--- src/hdl/mkaf_pkg.sv ---
// ---------------------------------------------------------------------------
// mkaf_pkg - shared types and constants for the keypad scanner
// Action codes, sequencer states, register indexes and the power-up code
// table of the 4x4 keypad.
// ---------------------------------------------------------------------------
package mkaf_pkg;

  typedef enum logic [1:0] {
    ACT_SCAN  = 2'd0,
    ACT_READ  = 2'd1,
    ACT_WRITE = 2'd2,
    ACT_NONE  = 2'd3
  } action_t;

  typedef enum logic [1:0] {
    S_IDLE,
    S_SEARCH,
    S_PUSH,
    S_DONE
  } state_t;

  typedef enum logic [1:0] {
    REG_TABLE_ENTRIES = 2'd0,
    REG_FIRST_DELAY   = 2'd1,
    REG_REPEAT_DELAY  = 2'd2,
    REG_UNUSED        = 2'd3
  } reg_idx_t;

  localparam logic [15:0] COL_FLIP      = 16'h8888;
  localparam logic [5:0]  RST_ENTRIES   = 6'd16;
  localparam logic [15:0] RST_FIRST     = 16'd20;
  localparam logic [15:0] RST_REPEAT    = 16'd2;
  localparam int          DEFAULT_KEYS  = 16;

  // bit k of the pattern maps to this character
  localparam logic [7:0] DEF_SYM [DEFAULT_KEYS] = '{
    8'h64, 8'h63, 8'h61, 8'h62, 8'h0A, 8'h39, 8'h33, 8'h36,
    8'h30, 8'h38, 8'h32, 8'h35, 8'h2A, 8'h37, 8'h31, 8'h34
  };

  // power-up content of a table entry: {pattern, symbol}
  function automatic logic [23:0] def_entry(input logic [7:0] idx);
    logic [23:0] e;
    e = '0;
    if (idx < 8'(DEFAULT_KEYS)) begin
      e = {16'(17'd1 << idx[3:0]), DEF_SYM[idx[3:0]]};
    end
    return e;
  endfunction

endpackage

--- src/hdl/matrix_keypad_autorepeat_fifo.sv ---
// ---------------------------------------------------------------------------
// matrix_keypad_autorepeat_fifo - 4x4 keypad scanner, typematic repeat, FIFO
// Decodes sampled column nibbles into a key pattern, looks it up in a
// loadable code table and queues the characters in a circular FIFO.
// ---------------------------------------------------------------------------
// Usage
//   Input channel (in_valid/in_ready) takes one word per action: a scan tick
//   with four column nibbles, a read that pops one character, or a write of
//   one code table entry. Every input word yields exactly one output word on
//   out_valid/out_ready carrying the key pattern, make/drop flags, the
//   popped character and the FIFO fill level.
//   Timing: a scan tick that needs a lookup walks the table one entry a
//   cycle through the table RAM port; other words pass through the done
//   state into the output register. One word is worked on at a time.
//   A finished word sits in the output register; the next input word is
//   accepted meanwhile, and only its completion waits if out_ready is low.
//   Reset (rst_n low, synchronous) restores the default 16-key table through
//   per-entry valid bits, clears the repeat state and empties the FIFO.
//   No clearing pass is needed. Register writes (APB) are only to be made idle;
//   not enforced. FIFO holds FIFO_DEPTH-1 characters; further ones are dropped.
// ---------------------------------------------------------------------------
module matrix_keypad_autorepeat_fifo #(
  parameter int TABLE_SIZE = 32,
  parameter int FIFO_DEPTH = 64
) (
  input  logic        clk,
  input  logic        rst_n,
  // input words
  input  logic        in_valid,
  output logic        in_ready,
  input  logic [1:0]  in_action,
  input  logic [15:0] in_column_samples,
  input  logic [4:0]  in_entry_index,
  input  logic [15:0] in_entry_pattern,
  input  logic [7:0]  in_entry_symbol,
  // result words
  output logic        out_valid,
  input  logic        out_ready,
  output logic [15:0] out_key_pattern,
  output logic        out_symbol_made,
  output logic        out_symbol_dropped,
  output logic        out_read_valid,
  output logic [7:0]  out_read_symbol,
  output logic [5:0]  out_fill_level,
  // register port
  input  logic        psel,
  input  logic        penable,
  input  logic        pwrite,
  input  logic [3:0]  paddr,
  input  logic [31:0] pwdata,
  output logic [31:0] prdata,
  output logic        pready
);

  localparam int TW = (TABLE_SIZE > 1) ? $clog2(TABLE_SIZE) : 1;  // table address
  localparam int CW = $clog2(TABLE_SIZE + 1);                     // search counter
  localparam int FW = $clog2(FIFO_DEPTH);                         // fifo pointers

  // ------------------------------------------------------------------
  // register port
  // ------------------------------------------------------------------
  logic [5:0]  te_r;
  logic [15:0] fd_r;
  logic [15:0] rd_r;
  logic        cfg_wr;

  assign pready = 1'b1;
  assign cfg_wr = psel && penable && pwrite;

  always_ff @(posedge clk) begin
    if (!rst_n) begin
      te_r <= mkaf_pkg::RST_ENTRIES;
      fd_r <= mkaf_pkg::RST_FIRST;
      rd_r <= mkaf_pkg::RST_REPEAT;
    end else if (cfg_wr) begin
      unique case (mkaf_pkg::reg_idx_t'(paddr[3:2]))
        mkaf_pkg::REG_TABLE_ENTRIES: te_r <= pwdata[5:0];
        mkaf_pkg::REG_FIRST_DELAY:   fd_r <= pwdata[15:0];
        mkaf_pkg::REG_REPEAT_DELAY:  rd_r <= pwdata[15:0];
        default: ;
      endcase
    end
  end

  always_comb begin
    unique case (mkaf_pkg::reg_idx_t'(paddr[3:2]))
      mkaf_pkg::REG_TABLE_ENTRIES: prdata = 32'(te_r);
      mkaf_pkg::REG_FIRST_DELAY:   prdata = 32'(fd_r);
      mkaf_pkg::REG_REPEAT_DELAY:  prdata = 32'(rd_r);
      default:                     prdata = '0;
    endcase
  end

  // ------------------------------------------------------------------
  // state
  // ------------------------------------------------------------------
  mkaf_pkg::state_t state_r, state_nxt;

  logic [15:0]           prev_r, prev_nxt;
  logic [15:0]           cd_r, cd_nxt;
  logic [15:0]           pat_r, pat_nxt;
  logic [CW-1:0]         idx_r, idx_nxt;
  logic                  pend_r, pend_nxt;
  logic [7:0]            sym_r, sym_nxt;
  logic                  made_r, made_nxt;
  logic                  drop_r, drop_nxt;
  logic                  rv_r, rv_nxt;
  logic [FW-1:0]         head_r, head_nxt;
  logic [FW-1:0]         tail_r, tail_nxt;
  logic [FW-1:0]         cnt_r, cnt_nxt;
  logic [TABLE_SIZE-1:0] tvld_r;

  logic        out_valid_r;
  logic [15:0] out_key_pattern_r;
  logic        out_symbol_made_r;
  logic        out_symbol_dropped_r;
  logic        out_read_valid_r;
  logic [7:0]  out_read_symbol_r;
  logic [5:0]  out_fill_level_r;

  // ------------------------------------------------------------------
  // code table RAM: {pattern, symbol}, valid bit per entry
  // ------------------------------------------------------------------
  logic [23:0]   tbl_mem [TABLE_SIZE];
  logic [23:0]   tbl_q;
  logic [TW-1:0] tbl_addr_q;
  logic          tbl_vld_q;
  logic          tbl_re, tbl_we;
  logic [TW-1:0] tbl_raddr, tbl_waddr;

  always_ff @(posedge clk) begin
    if (tbl_we) begin
      tbl_mem[tbl_waddr] <= {in_entry_pattern, in_entry_symbol};
    end
    if (tbl_re) begin
      tbl_q      <= tbl_mem[tbl_raddr];
      tbl_addr_q <= tbl_raddr;
      tbl_vld_q  <= tvld_r[tbl_raddr];
    end
  end

  // ------------------------------------------------------------------
  // character FIFO RAM
  // ------------------------------------------------------------------
  logic [7:0] fifo_mem [FIFO_DEPTH];
  logic [7:0] fifo_q;
  logic       fifo_re, fifo_we;

  always_ff @(posedge clk) begin
    if (fifo_we) begin
      fifo_mem[tail_r] <= sym_r;
    end
    if (fifo_re) begin
      fifo_q <= fifo_mem[head_r];
    end
  end

  // ------------------------------------------------------------------
  // helpers
  // ------------------------------------------------------------------
  logic                  in_fire, out_free;
  mkaf_pkg::action_t     act;
  logic [15:0]           scan_pat;
  logic                  scan_new, scan_rep, scan_need;
  logic [31:0]           te_ext, lim_ext;
  logic [CW-1:0]         lim;
  logic [23:0]           entry;
  logic                  match;
  logic                  search_end;
  logic                  wr_ok;
  logic                  fifo_room;
  logic [FW-1:0]         head_inc, tail_inc;

  assign in_ready  = (state_r == mkaf_pkg::S_IDLE);
  assign in_fire   = in_valid && in_ready;
  assign out_free  = !out_valid_r || out_ready;
  assign act       = mkaf_pkg::action_t'(in_action);

  // active-low column bits, bit 3 of each nibble already inverted by the port
  assign scan_pat  = ~(in_column_samples ^ mkaf_pkg::COL_FLIP);
  assign scan_new  = (scan_pat != 16'd0) && (scan_pat != prev_r);
  assign scan_rep  = (scan_pat != 16'd0) && (scan_pat == prev_r) && (cd_r <= 16'd1);
  assign scan_need = scan_new || scan_rep;

  // search length saturates at the table size
  assign te_ext  = 32'(te_r);
  assign lim_ext = (te_ext > 32'(TABLE_SIZE)) ? 32'(TABLE_SIZE) : te_ext;
  assign lim     = lim_ext[CW-1:0];

  // unwritten entries read as their power-up value
  assign entry      = tbl_vld_q ? tbl_q : mkaf_pkg::def_entry(8'(tbl_addr_q));
  assign match      = pend_r && (entry[23:8] == pat_r);
  assign search_end = match || (idx_r >= lim);

  assign wr_ok     = 32'(in_entry_index) < 32'(TABLE_SIZE);
  assign fifo_room = 32'(cnt_r) < 32'(FIFO_DEPTH - 1);
  assign head_inc  = (32'(head_r) == 32'(FIFO_DEPTH - 1)) ? '0 : head_r + 1'b1;
  assign tail_inc  = (32'(tail_r) == 32'(FIFO_DEPTH - 1)) ? '0 : tail_r + 1'b1;

  // ------------------------------------------------------------------
  // sequencer: next state
  // ------------------------------------------------------------------
  always_comb begin
    state_nxt = state_r;
    unique case (state_r)
      mkaf_pkg::S_IDLE: begin
        if (in_fire) begin
          if ((act == mkaf_pkg::ACT_SCAN) && scan_need) begin
            state_nxt = mkaf_pkg::S_SEARCH;
          end else begin
            state_nxt = mkaf_pkg::S_DONE;
          end
        end
      end
      mkaf_pkg::S_SEARCH: begin
        if (search_end) begin
          state_nxt = mkaf_pkg::S_PUSH;
        end
      end
      mkaf_pkg::S_PUSH: state_nxt = mkaf_pkg::S_DONE;
      mkaf_pkg::S_DONE: begin
        if (out_free) begin
          state_nxt = mkaf_pkg::S_IDLE;
        end
      end
      default: state_nxt = mkaf_pkg::S_IDLE;
    endcase
  end

  // ------------------------------------------------------------------
  // sequencer: datapath and memory control
  // ------------------------------------------------------------------
  always_comb begin
    prev_nxt  = prev_r;
    cd_nxt    = cd_r;
    pat_nxt   = pat_r;
    idx_nxt   = idx_r;
    pend_nxt  = pend_r;
    sym_nxt   = sym_r;
    made_nxt  = made_r;
    drop_nxt  = drop_r;
    rv_nxt    = rv_r;
    head_nxt  = head_r;
    tail_nxt  = tail_r;
    cnt_nxt   = cnt_r;
    tbl_re    = 1'b0;
    tbl_raddr = idx_r[TW-1:0];
    tbl_we    = 1'b0;
    tbl_waddr = TW'(in_entry_index);
    fifo_re   = 1'b0;
    fifo_we   = 1'b0;

    unique case (state_r)
      mkaf_pkg::S_IDLE: begin
        if (in_fire) begin
          made_nxt = 1'b0;
          drop_nxt = 1'b0;
          rv_nxt   = 1'b0;
          case (act)
            mkaf_pkg::ACT_SCAN: begin
              prev_nxt = scan_pat;
              pat_nxt  = scan_pat;
              idx_nxt  = '0;
              pend_nxt = 1'b0;
              sym_nxt  = '0;
              if (scan_new) begin
                cd_nxt = fd_r;
              end else if (scan_rep) begin
                cd_nxt = rd_r;
              end else if (scan_pat != 16'd0) begin
                cd_nxt = cd_r - 16'd1;
              end
            end
            mkaf_pkg::ACT_READ: begin
              if (cnt_r != '0) begin
                rv_nxt   = 1'b1;
                fifo_re  = 1'b1;
                head_nxt = head_inc;
                cnt_nxt  = cnt_r - 1'b1;
              end
            end
            mkaf_pkg::ACT_WRITE: begin
              tbl_we = wr_ok;
            end
            default: ;
          endcase
        end
      end
      mkaf_pkg::S_SEARCH: begin
        // compare the entry read last cycle while fetching the next one
        if (match) begin
          sym_nxt = entry[7:0];
        end else if (idx_r < lim) begin
          tbl_re   = 1'b1;
          idx_nxt  = idx_r + 1'b1;
          pend_nxt = 1'b1;
        end
      end
      mkaf_pkg::S_PUSH: begin
        if (sym_r != 8'd0) begin
          made_nxt = 1'b1;
          if (fifo_room) begin
            fifo_we  = 1'b1;
            tail_nxt = tail_inc;
            cnt_nxt  = cnt_r + 1'b1;
          end else begin
            drop_nxt = 1'b1;
          end
        end
      end
      mkaf_pkg::S_DONE: ;
      default: ;
    endcase
  end

  // ------------------------------------------------------------------
  // registers
  // ------------------------------------------------------------------
  always_ff @(posedge clk) begin
    if (!rst_n) begin
      state_r     <= mkaf_pkg::S_IDLE;
      prev_r      <= '0;
      cd_r        <= '0;
      head_r      <= '0;
      tail_r      <= '0;
      cnt_r       <= '0;
      tvld_r      <= '0;
      out_valid_r <= 1'b0;
      pend_r      <= 1'b0;
    end else begin
      state_r <= state_nxt;
      prev_r  <= prev_nxt;
      cd_r    <= cd_nxt;
      head_r  <= head_nxt;
      tail_r  <= tail_nxt;
      cnt_r   <= cnt_nxt;
      pend_r  <= pend_nxt;
      if (tbl_we) begin
        tvld_r[tbl_waddr] <= 1'b1;
      end
      if ((state_r == mkaf_pkg::S_DONE) && out_free) begin
        out_valid_r <= 1'b1;
      end else if (out_ready) begin
        out_valid_r <= 1'b0;
      end
    end
  end

  always_ff @(posedge clk) begin
    pat_r  <= pat_nxt;
    idx_r  <= idx_nxt;
    sym_r  <= sym_nxt;
    made_r <= made_nxt;
    drop_r <= drop_nxt;
    rv_r   <= rv_nxt;
    if ((state_r == mkaf_pkg::S_DONE) && out_free) begin
      out_key_pattern_r    <= prev_r;
      out_symbol_made_r    <= made_r;
      out_symbol_dropped_r <= drop_r;
      out_read_valid_r     <= rv_r;
      out_read_symbol_r    <= rv_r ? fifo_q : 8'd0;
      out_fill_level_r     <= 6'(cnt_r);
    end
  end

  assign out_valid          = out_valid_r;
  assign out_key_pattern    = out_key_pattern_r;
  assign out_symbol_made    = out_symbol_made_r;
  assign out_symbol_dropped = out_symbol_dropped_r;
  assign out_read_valid     = out_read_valid_r;
  assign out_read_symbol    = out_read_symbol_r;
  assign out_fill_level     = out_fill_level_r;

endmodule
--- config.mk ---
export PLATFORM = sky130hd
export DESIGN_NAME = matrix_keypad_autorepeat_fifo
export DESIGN_NICKNAME = d
export VERILOG_FILES = /design/src/hdl/mkaf_pkg.sv /design/src/hdl/matrix_keypad_autorepeat_fifo.sv
export SDC_FILE = /design/constraint.sdc
export NUM_CORES = 2
export LEC_CHECK = 0
export ABC_AREA = 1
export BUFFER_PORTS_ARGS = -buffer_cell sky130_fd_sc_hd__buf_2
export CORE_MARGIN = 3
export CORE_UTILIZATION = 40
export CTS_CLUSTER_DIAMETER = 80
export DETAILED_ROUTE_END_ITERATION = 7
export GPL_ROUTABILITY_DRIVEN = 0
export PLACE_DENSITY_LB_ADDON = 0.05
export SLEW_MARGIN = 40
export SYNTH_ARGS = -nofsm -noshare
export SYNTH_HDL_FRONTEND = slang
export SYNTH_SLANG_ARGS = --single-unit
--- constraint.sdc ---
create_clock -name clk -period 10.7 [get_ports clk]
set_input_delay 1.605 -clock clk [delete_from_list [all_inputs] [get_ports clk]]
set_output_delay 1.605 -clock clk [all_outputs]
set_load 0.02 [all_outputs]
Word level (Yosys, flattened, before mapping) --
Memory sizes are Yosys's and may differ from the RTL's. A register that Yosys moved wholly into a read port is not among the register bits. Cells that the tools add are included. Widths: inputs -> output; s select.
Cells by class: reduce and logical (&&, ||, !) cells 38, muxes and demuxes 65, bitwise operators 4, $lt $le $gt $ge 10, $add $sub $neg 6, equal/unequal tests 24, shift operators 1
Operator list (count):
- $mux 6 | 12
- $mux 16 | 3
- $mux 24 | 2
- $pmux 16 s3 | 1
- $mux 8 | 5
- $eq 16x16->1 | 2
- $or 32x32->32 | 1
- $mux 1 | 29
- $add 6x1->6 const B | 4
- $pmux 6 s2 | 2
- $le 16x1->1 const B | 1
- $ne 16x16->1 | 1
- $ne 2x2->1 const B | 8
- $not 16->16 | 1
- $pmux 8 s2 | 1
- $reduce_and 4->1 | 4
- $reduce_bool 16->1 | 1
- $shl 1x4->16 const A | 1
- $sub 16x1->16 const B | 1
- $eq 6x6->1 const B | 2
- $lt 5x6->1 const B | 2
- $reduce_and 3->1 | 4
- $logic_and 1x1->1 | 10
- $eq 2x2->1 const B | 4
- other kinds (27) | 46
Storage, ports and cells: word-level logic and storage cells 177, output and inout bits 68, bits in registers 196, ROM bits 128, input port bits 90, bits in writable memories 1280, memories kept 3
Memory list:
- tbl_mem | depth 32, bits a word 24, rd ports 1, clocked after memory_dff 1, wr ports 1, RTL line matrix_keypad_autorepeat_fifo.sv:124 | logic [23:0] tbl_mem [TABLE_SIZE];
- fifo_mem | depth 64, bits a word 8, rd ports 1, clocked after memory_dff 1, wr ports 1, RTL line matrix_keypad_autorepeat_fifo.sv:145 | logic [7:0] fifo_mem [FIFO_DEPTH];
- (no name shown) | depth 16, bits a word 8, rd ports 1, clocked after memory_dff 0, wr ports 0, RTL line mkaf_pkg.sv:46 | e = {16'(17'd1 << idx[3:0]), DEF_SYM[idx[3:0]]};

Depth between registers and ports, before layout --
depth after elaboration 11, depth in mapped cells 16, gate-level depth less buffers 16

Worst setup path after synthesis --
No wires, ideal clock.
path type input port to output port, start point input paddr[2], end point output prdata[12], slack 6561 ps, stages on the path 4, path buffers 0, data arrival time 2534 ps, required time 9095 ps, cell sequence inv_1 nor2_4 clkinv_1 o21ai_0
Between the ends: longest elaborated chain between the ends 2, elaborated cells between the ends (all ways) 4, classes of those cells eq/ne: 2; mux: 1; reduce/logical: 1
Ends and longest elaborated chain:
- start: declaration | RTL line matrix_keypad_autorepeat_fifo.sv:49 | input logic [3:0] paddr,
- $eq 2x2->1 (tied with other cells) | RTL line matrix_keypad_autorepeat_fifo.sv:86 | unique case (mkaf_pkg::reg_idx_t'(paddr[3:2]))
- $pmux 16 s3 * | RTL line matrix_keypad_autorepeat_fifo.sv:86
- end: declaration | RTL line matrix_keypad_autorepeat_fifo.sv:51 | output logic [31:0] prdata,
Mark *: on every way between the ends. The rest lies on a longest branch, timed or not.

Final worst setup path --
start point input paddr[2], end point output prdata[9]
Same word-level chain as after synthesis.

==> impl_metrics.json <==
{
  "synth.cell_area_um2": 60500,
  "post-cts-setup-buffer-count": 0,
  "final_core_util": 0.461,
  "design.core.area_um2": 150000,
  "synth_seq_cells": 1508,
  "start_util": 0.403,
  "worst_slew_margin_rel": 0.398,
  "gr-usage-all-layers": 0.222,
  "grt_pass1_vias": 38000,
  "ys.warnings.count": 0,
  "report.final.hold_viol_count": 0,
  "grt_setup_unrepaired": "no",
  "placement.io_buffers": 122,
  "crit_fanout": 9,
  "top_level_ports": 158,
  "timing.setup.critical_path_class": "input pin to output port",
  "std_cell_rows": 142,
  "worst_vdd_rail_ir_drop_v": 0.000127,
  "synthDistinctLibCells": 52,
  "critical_path.reg2reg.startpoint": "idx_r[0]$_SDFFCE_PN0P_",
  "cts-hold-fix-buffers": 0,
  "worstSkewPairLatency_ns": 0.78,
  "drive_gt1_frac": 0.112,
  "result_of_the_run": "complete, no violations",
  "clk_pin_slew_ns": 0.06,
  "drt_iter0_markers": 2943,
  "syn_avg_cell_area_um2": 12.2,
  "timing.final.crit_period_ns": 4.52,
  "drt_wl_total_um": 175000,
  "worst_hold_startpoint": "drop_r$_DFFE_PP_",
  "report.final.slew_viol_count": 0,
  "setup.reg_to_reg.worst_slack_ns": 6.38,
  "edff_count_synth": 1384,
  "clock_tree.root_cell": "clkbuf_16",
  "multi_input_comb_area_um2": 14800,
  "fillCellCount": 13700,
  "routed_via_density": 5.41,
  "grt.overflow.total": 0,
  "timing.max_cap.violations": 0,
  "htreeDepth": 4,
  "floorplan.die.width_um": 395,
  "maxClockFrequency_mhz": 221,
  "fin_nets": 5151,
  "cts_made_buffers": 165,
  "p_per_area_nw_per_um2": 216,
  "die-area_um2": 156000,
  "cell_taking_the_most_area_after_synthesis": "edfxtp_1",
  "routed_wire_length_per_instance_um": 24.4,
  "drc": 0,
  "dieHeight_um": 395,
  "tritoncts_num_sinks": 1508,
  "cp.required_ns": 9.10,
  "cp_data_arrival_time_ns": 2.91,
  "drt_pre_antenna_iters": 5,
  "via_count_of_the_routed_design": 38900,
  "worst-slew-pin-transition_ns": 0.901,
  "synthArstFlopShare": 0,
  "synthesis.instances": 4945,
  "tritoncts": "yes",
  "post_route_skew_ns": 0.0206,
  "synth_area_leaders": "edfxtp_1 69%, o21ai_0 6.2%, nor2_1 5.8%",
  "startpoint_types": "input pin",
  "critical_path.endpoint_type": "output port",
  "power_leakage_uw": 0.0229,
  "setup_tns_ns": 0,
  "grt_antenna_before_repair": 15,
  "ys.flop_type": "edfxtp_1",
  "drt.antenna.violating_nets": 0,
  "worst_hold_path_type": "register to register",
  "worst_setup_path_startpoint": "paddr[2]",
  "detailed_placement_hpwl_um": 102000,
  "grt_start_max_net_pins": 121,
  "yosysSeqAreaShare": 0.728,
  "synth.top_cell.area_share": 0.687,
  "setup_viol_count_final": 0,
  "synthToLayoutAreaGrowth_pct": 14.3,
  "regArea_um2": 44100,
  "wire_length_of_the_first_global_routing_pass_um": 259000,
  "finalCritPeriodShare": 0.422,
  "post_cts_resized": 0,
  "clk_path_buf_depth": 3
}
[metal layers]
metal  global-route usage  vias to the layer above  share of wire  wire length [um]
met3               0.0313                      247          0.045              7900
met1                0.308                    19400           0.45             78600
li1                     -                    18300              -                 -
met5                    0                        -        0.00012                21
met2                0.369                      916           0.48             84500
met4               0.0584                        4          0.024              4190
[critical path, cell delays in order]
cell and delay (ns):
buf_2 0.10, inv_1 0.06, nor2_4 0.22, clkinv_1 0.37
o21ai_0 0.32, buf_2 0.23
[final cells by class]
| type | count | share of cell area |
|---|---|---|
| Antenna cell | 3 | 0.000109 |
| Tap cell | 2016 | 0.0365 |
| Clock buffer | 221 | 0.0658 |
| Multi-Input combinational cell | 2941 | 0.215 |
| Inverter | 191 | 0.0107 |
| Sequential cell | 1508 | 0.637 |
| Clock inverter | 77 | 0.00715 |
| Timing Repair Buffer | 228 | 0.0283 |
[cells in the final DEF (no fill, tap or decap), drive strengths merged, types with 2 or more instances in the layout]
master and instances:
nand2 395, edfxtp 1384, dfxtp 124, buf 228, o22ai 201, or2 2
nand4 51, nor2 940, clkinv 73, xnor2 9, a22oi 3, bufinv 4
a31oi 3, o221ai 135, xor2 15, inv 191, o311ai 2, o21ai 785
ha 25, diode 3, a22o 2, o211ai 36, a21oi 96, nor3 29
nand3 183, clkbuf 221, nor4 4, conb 17
[sequential cells by signal (all words and copies together), names as in the netlist, 24 cells and up]
register and count:
tbl_q 24, tvld_r 32, fifo_mem 512, tbl_mem 768
[cell usage after synthesis, drive strengths merged, types with 9 or more instances]
cell,instances
a21oi,96
buf,100
clkbuf,220
dfxtp,124
edfxtp,1384
ha,25
inv,187
nand2,395
nand3,183
nand4,51
nor2,940
nor3,29
o211ai,36
o21ai,785
o221ai,135
o22ai,201
xnor2,9
xor2,15
[cells by family after synthesis]
group / synth area share
AND/OR/NAND/NOR: 0.108
AO/OA/AOI/OAI: 0.120
other: 0.000124
flip-flops: 0.728
buffers and inverters: 0.0349
adder cells (fa/ha/maj): 0.00550
XOR/XNOR: 0.00347
[report_power, final]
group          internal, uW  switching [uW]  total [uW]
registers              6750            89.7        6840
logic                   703            2070        2770
clock network          3070            2290        5350
[worst paths after layout]
kind | endpoint | cells past startpoint
worst max-delay path | prdata[9] | 6
worst min-delay path | out_symbol_dropped$_DFFE_PP_ | 0
worst max register to register | tbl_q[3]$_DFFE_PP_ | 10
worst min register to register | out_symbol_dropped$_DFFE_PP_ | 0
[stage by stage]
stage	power (uW)	hold slack, ns	area, um^2	std cells	setup WS (ns)
final	15000	0.427	69200	7185	6.18
after global routing	15700	0.451	69100	7183	6.06
after CTS	15100	0.426	69100	7181	6.18
after detailed placement	9770	0.413	64000	6883	5.91
after global placement	9740	0.407	63200	6851	5.93
after floorplan	8640	0.400	60600	4960	6.56
Power figures use the tool's default switching activity.
